### src/rtl/rfsr_pkg.sv
// ----------------------------------------------------------------------------
// rfsr_pkg: shared types and constants for the ring FIFO with read snapshot
// Holds the channel payload structs, command codes, controller states and
// the command/status bundles that run between controller and datapath.
// ----------------------------------------------------------------------------
package rfsr_pkg;

   localparam int unsigned FIELD_DATA_W = 32;
   localparam int unsigned COUNT_W      = 8;
   localparam logic [COUNT_W-1:0] COUNT_MAX = 8'hFF;

   typedef enum logic [1:0] {
      CMD_PUT      = 2'd0,
      CMD_SNAPSHOT = 2'd1,
      CMD_GET      = 2'd2,
      CMD_COMMIT   = 2'd3
   } cmd_type;

   typedef struct packed {
      cmd_type                  cmd;
      logic [FIELD_DATA_W-1:0]  put_data;
   } req_type;

   typedef struct packed {
      logic                     status;
      logic [FIELD_DATA_W-1:0]  read_data;
      logic [COUNT_W-1:0]       readable_count;
   } rsp_type;

   typedef enum logic [1:0] {
      ST_IDLE,
      ST_EXEC,
      ST_READ
   } state_type;

   // Commands from the controller to the datapath.
   typedef struct packed {
      logic capture;
      logic execute;
      logic load_rsp;
      logic rsp_from_ram;
   } ctrl_cmd_type;

   // Status from the datapath to the controller.
   typedef struct packed {
      cmd_type cmd;
      logic    win_empty;
      logic    out_free;
   } ctrl_status_type;

endpackage

### src/rtl/rfsr_ctrl.sv
// ----------------------------------------------------------------------------
// rfsr_ctrl: command sequencer
// Takes one request at a time, runs it against the pointers and waits for
// the result register to be free before loading the response.
// ----------------------------------------------------------------------------
module rfsr_ctrl
   import rfsr_pkg::*;
(
   input  logic            clock,
   input  logic            reset,
   input  logic            req_valid,
   output logic            req_stall,
   input  ctrl_status_type stat,
   output ctrl_cmd_type    ctl
);

   state_type state_ff;
   state_type state_in;

   always_ff @(posedge clock) begin
      if (reset) begin
         state_ff <= ST_IDLE;
      end else begin
         state_ff <= state_in;
      end
   end

   // Next state.
   always_comb begin
      state_in = state_ff;
      unique case (state_ff)
         ST_IDLE: begin
            if (req_valid) begin
               state_in = ST_EXEC;
            end
         end
         ST_EXEC: begin
            if (stat.cmd == CMD_GET && !stat.win_empty) begin
               state_in = ST_READ;
            end else if (stat.out_free) begin
               state_in = ST_IDLE;
            end
         end
         ST_READ: begin
            if (stat.out_free) begin
               state_in = ST_IDLE;
            end
         end
         default: state_in = ST_IDLE;
      endcase
   end

   // Outputs.
   always_comb begin
      ctl       = '0;
      req_stall = 1'b1;
      unique case (state_ff)
         ST_IDLE: begin
            req_stall   = 1'b0;
            ctl.capture = req_valid;
         end
         ST_EXEC: begin
            // A successful get only starts the memory read here; every other
            // command finishes in this state once the result register is free.
            if (stat.cmd == CMD_GET && !stat.win_empty) begin
               ctl.execute = 1'b1;
            end else if (stat.out_free) begin
               ctl.execute  = 1'b1;
               ctl.load_rsp = 1'b1;
            end
         end
         ST_READ: begin
            if (stat.out_free) begin
               ctl.load_rsp     = 1'b1;
               ctl.rsp_from_ram = 1'b1;
            end
         end
         default: begin
            req_stall = 1'b1;
         end
      endcase
   end

endmodule

### config.mk
export PLATFORM = sky130hd
export DESIGN_NAME = rfsr_ctrl
export DESIGN_NICKNAME = d
export VERILOG_FILES = /design/src/rtl/rfsr_pkg.sv /design/src/rtl/rfsr_ctrl.sv
export SDC_FILE = /design/constraint.sdc
export NUM_CORES = 1
export LEC_CHECK = 0
export BUFFER_PORTS_ARGS = -buffer_cell sky130_fd_sc_hd__buf_2
export CAP_MARGIN = 20
export CORE_AREA = 4 4 41 43
export DETAILED_ROUTE_END_ITERATION = 10
export DIE_AREA = 0 0 45 47
export SYNTH_ARGS = -nofsm -noshare
export SYNTH_HDL_FRONTEND = slang
export SYNTH_SLANG_ARGS = --single-unit
### constraint.sdc
create_clock -name clock -period 1.1 [get_ports clock]
set_input_delay 0 -clock clock [delete_from_list [all_inputs] [get_ports clock]]
set_output_delay 0 -clock clock [all_outputs]
set_load 0.01 [all_outputs]
# After elaboration in Yosys (flattened, before gate mapping)
# Cells that the tools add are included.
totals:
  ff_bits: 2
  latch_bits: 0
  ramBits: 0
  rom_bits: 0
  input_bits: 7
  out_inout_bits: 5
  word_cells: 20
  memories: 0
classes:
  n_addsub: 0
  multipliers: 0
  div_mod_pow: 0
  magnitude_cmp: 0
  n_eq_ne: 4
  shifts: 0
  n_mux: 12
  n_bitwise: 0
  n_reduce_logical: 3
op_table:
  columns: ["operator", "count"]
  rows:
  - ["2-bit two-way mux", 4]
  - ["1-bit two-way mux", 6]
  - ["2-bit case mux with 3 select lines", 1]
  - ["2-bit == test, second input constant", 2]
  - ["2-bit by 1-bit == test with 1-bit output, second input constant", 1]
  - ["2-bit zero test", 1]
  - ["2-bit inequality test, second input constant", 1]
  - ["1-bit case mux with 2 select lines", 1]
  - ["1-bit logical AND", 1]
  - ["1-bit zero test", 1]

# Longest topological paths before layout
logic_depth:
  word_depth: 4
  ltp_mapped: 5
  ltp_nobuf: 5

# Worst setup path after synthesis
# No wires, ideal clock.
synth_timing:
  path_type: "flip-flop to flip-flop"
  startpoint: "reg state_ff[0]"
  endpoint: "reg state_ff[1]"
  setup_time_ns: 0.092
  arrival_ns: 1.067
  t_required_ns: 1.008
  path_slack_ns: -0.059
  stages_incl_launch_ff: 6
  path_buffers: 0
  period_less_slack_ns: 1.159
  path_cell_list: "dfxtp_1 -> inv_1 -> ha_1 -> or2b_1 -> o31a_1 -> o32ai_1"
synth_via:
  elab_chain_len: 2
  word_cells_on_any_way: 5
  classes_between: "3 x eq/ne; 1 x mux; 1 x reduce/logical"
synth_rtl:
  columns: ["element", "line", "text"]
  rows:
  - ["start, declared", "rfsr_ctrl.sv:17", "state_type state_ff;"]
  - ["start signal, assigned", "rfsr_ctrl.sv:24", "state_ff <= state_in;"]
  - ["2-bit == test, or another cell as far along", "rfsr_ctrl.sv:31", "unique case (state_ff)"]
  - ["2-bit case mux with 3 select lines or 2-bit inequality test (tied branches)", null, null]
# Parallel ways exist; a longest one is shown, timed or not.
# A chain may end at the register's enable or synchronous reset.

==> reports/results.tsv <==
stage	metric	value	unit
place	dpl.hpwl	467	um
setup_path	worstRegToRegCells	7	
finish	design_area	477	um^2
place	io_buffer_count	11	
timing	final_hold_viol_count	0	
synthesis	avgSynthCellArea	7.88	um^2
finish	largest_reg_flops	2	
cts	cts_root_buf	clkbuf_4	
timing	clock.fmax	806	MHz
power_and_ir_drop	power.total	396	uW
synthesis	synth_warnings	0	
cts	clockBufferDepth	2	
timing	slew_headroom	0.843	
cts	cts_max_level	1	
global_route	grt_pass1_vias	283	
flow_run	max_cap_viol_count	0	
power_and_ir_drop	pwr-share-clk	0.395	
drt	route.vias.total	268	
setup_path	cp_slowest_cell	dfxtp_4	
finish	reg_top3	state_ff x2	
finish	area_growth	124	%
power_and_ir_drop	internal-power	288	uW
timing	finalSetupViolations	6	
power_and_ir_drop	peakVddDrop	0.241	mV
finish	largest_register	state_ff	
min_path	worstHoldPathType	input port to flip-flop	
outcome	status	finished with violations	
setup_path	worstPathRequired	1.10	ns
power_and_ir_drop	p_seq_frac	0.216	
synthesis	synth-seq-area-share	0.188	
setup_path	worstReg2RegEnd	state_ff[0]$_SDFFE_PP0P_	
timing	worst_pin_slew	0.235	ns
floorplan	core	1300	um^2
setup_path	slowest_delay	0.35	ns
floorplan	dieArea	2120	um^2
timing	setup_ws	-0.140	ns
place	gp_congestion	0.737	
setup_path	worst-path-buf-inv	3	
setup_path	crit_type	flip-flop to output port	
global_route	antenna_found_initial	0	
cts	holdBufCountCts	0	
finish	layout.nets	62	
global_route	grt_overflow	0	
min_path	hp-start	reset	
setup_path	start_kind	flip-flop	
finish	drive_gt1_frac	0.735	
drt	wire_per_inst	10.1	um
timing	min_period	1.24	ns
power_and_ir_drop	swShare	0.274	
synthesis	synth_fp_nets	38	
setup_path	r2r-start	state_ff[1]$_SDFFE_PP0P_	
place	dp_slack	-0.130	ns
drt	drtIter0Drc	2	
timing	final.period_utilization	1.13	
timing	clock_skew	0.00105	ns
setup_path	crit_family	buffers and inverters	
setup_path	end_kind	output port	
power_and_ir_drop	p_switching	108	uW
cts	cts_tree	yes	
setup_path	worstPathCellList	buf_6 > ha_4 > buf_6 > a21oi_4 > nor2_1 > buf_2	
power_and_ir_drop	p_per_area	831	nW/um^2
power_and_ir_drop	leakage	0.000213	uW
floorplan	die_w	45	um
timing	slew_viol_final	0	
synthesis	synth.distinct_cells	14	
drt	vias_per_cell	4.19	
power_and_ir_drop	share_comb_of_total_power	0.390	
outcome	violations	setup timing	
setup_path	cp.arrival	1.24	ns
setup_path	worstPathMaxFanout	3	
floorplan	rows	13	
timing	grt_setup_unrepaired	true	
min_path	whs_endpoint	state_ff[1]$_SDFFE_PP0P_	
synthesis	netlist_area	213	um^2
cts	clk_pin_slew_worst_paths	0.03	ns
setup_path	rrSetupSlack	-0.12	ns
synthesis	ys_seq_elements	2	
floorplan	initial_utilization	0.163	
cts	insertion_delay	0.22	ns
drt	ant_nets	0	
floorplan	die_h	47	um
setup_path	crit_top_cell	buf_6	
drt	drt_first_pass_iters	2	
global_route	grt_max_degree	6	
cts	cts_sinks	2	
global_route	grtUsageTotal	0.0694	
finish	antenna_cells	0	
global_route	grt_pass1_wl	1.10	mm
drt	drc_errors	0	
floorplan	ioPinCount	12	
cts	numCtsBuffers	3	
place	placed_area	325	um^2
min_path	holdPathStages	2	
synthesis	synth_cells	27	
drt	wl	646	um
-- cell type report --
class	instances	area, um^2
clock buffers	3	22.5
fillers	139	825
well taps	15	18.8
flip-flops and latches	2	47.5
repair buffers	19	149
inverters	4	20.0
multi-input cells	21	219
-- through the flow --
stage	TNS, ns	instances	hold slack [ns]	util
finish	-0.587	64	0.0352	0.366
CTS	-0.473	62	0.0244	0.345
global route	-0.825	64	0.0321	0.366
detailed placement	-0.152	56	0.253	0.250
global placement	-0.129	56	0.249	0.250
floorplan	-0.0295	27	0.0900	-
-- synthesized netlist by cell type --
cell type | instances | area [um^2]
ha_1 | 4 | 50.1
inv_1 | 4 | 15.0
nor2_1 | 3 | 11.3
and2_1 | 2 | 12.5
dfxtp_1 | 2 | 40.0
nand2_1 | 2 | 7.51
nand3_1 | 2 | 10.0
o32ai_1 | 2 | 17.5
a21boi_0 | 1 | 7.51
a21oi_2 | 1 | 8.76
o21ai_0 | 1 | 5.00
o31a_1 | 1 | 8.76
or2b_1 | 1 | 7.51
or3b_4 | 1 | 11.3
-- placed cells by master (no fill, tap or decap) --
cell type / Yosys / final
buf_6: 0 / 7
nand3_1: 2 / 2
or2b_1: 1 / 1
ha_4: 0 / 3
nand2_1: 2 / 2
o21ai_0: 1 / 1
clkbuf_4: 0 / 3
buf_2: 0 / 8
a21oi_4: 0 / 1
inv_4: 0 / 2
buf_4: 0 / 4
o31a_1: 1 / 1
ha_1: 4 / 1
inv_2: 0 / 1
and2_4: 0 / 2
o32ai_2: 0 / 1
or3b_4: 1 / 1
o32ai_1: 2 / 1
a21boi_2: 0 / 1
dfxtp_4: 0 / 2
inv_1: 4 / 1
nor2_1: 3 / 3
-- worst max-delay path by stage --
stage / startpoint / end / slack (ns) / cells past startpoint
3_5_place_dp: state_ff[1]$_SDFFE_PP0P_ / state_ff[1]$_SDFFE_PP0P_ / -0.13 / 5
2_1_floorplan: state_ff[1]$_SDFFE_PP0P_ / state_ff[1]$_SDFFE_PP0P_ / -0.03 / 5
3_3_place_gp: state_ff[0]$_SDFFE_PP0P_ / state_ff[1]$_SDFFE_PP0P_ / -0.1 / 5
5_1_grt: state_ff[1]$_SDFFE_PP0P_ / ctl[1] / -0.18 / 6
4_1_cts: state_ff[1]$_SDFFE_PP0P_ / ctl[1] / -0.13 / 6
6_report: state_ff[1]$_SDFFE_PP0P_ / ctl[1] / -0.14 / 6
-- kinds of logic (layout without fill, tap and decap cells) --
logic type | count (synthesis) | after routing | share of synthesized area
flip-flops | 2 | 2 | 0.188
adder cells (fa/ha/maj) | 4 | 4 | 0.235
AO/OA/AOI/OAI | 6 | 6 | 0.224
AND/OR/NAND/NOR | 11 | 11 | 0.282
buffers and inverters | 4 | 26 | 0.0706
-- timing repair --
item                       4_1_cts  5_1_grt
gates resized for setup         18        4
setup endpoints to repair        7        7
buffers inserted                 3        2
pin swaps                        4        2
-- routing by layer --
| layer | part of all wire | wire length [um] | track usage |
|---|---|---|---|
| met1 | 0.41 | 267 | 0.0837 |
| met2 | 0.52 | 337 | 0.127 |
| met3 | 0.063 | 41 | 0.0115 |
| met4 | 0 | 0 | 0.0175 |
| met5 | 0 | 0 | 0 |
-- power by group through the flow --
stage | clock [uW] | combinational, uW | sequential [uW]
2_1_floorplan | 0 | 58.2 | 84.3
3_3_place_gp | 0 | 102 | 85.7
3_5_place_dp | 0 | 103 | 85.7
4_1_cts | 160 | 139 | 88.0
5_1_grt | 169 | 170 | 86.5
6_report | 156 | 154 | 85.5
(Power assumes the default switching activity.)
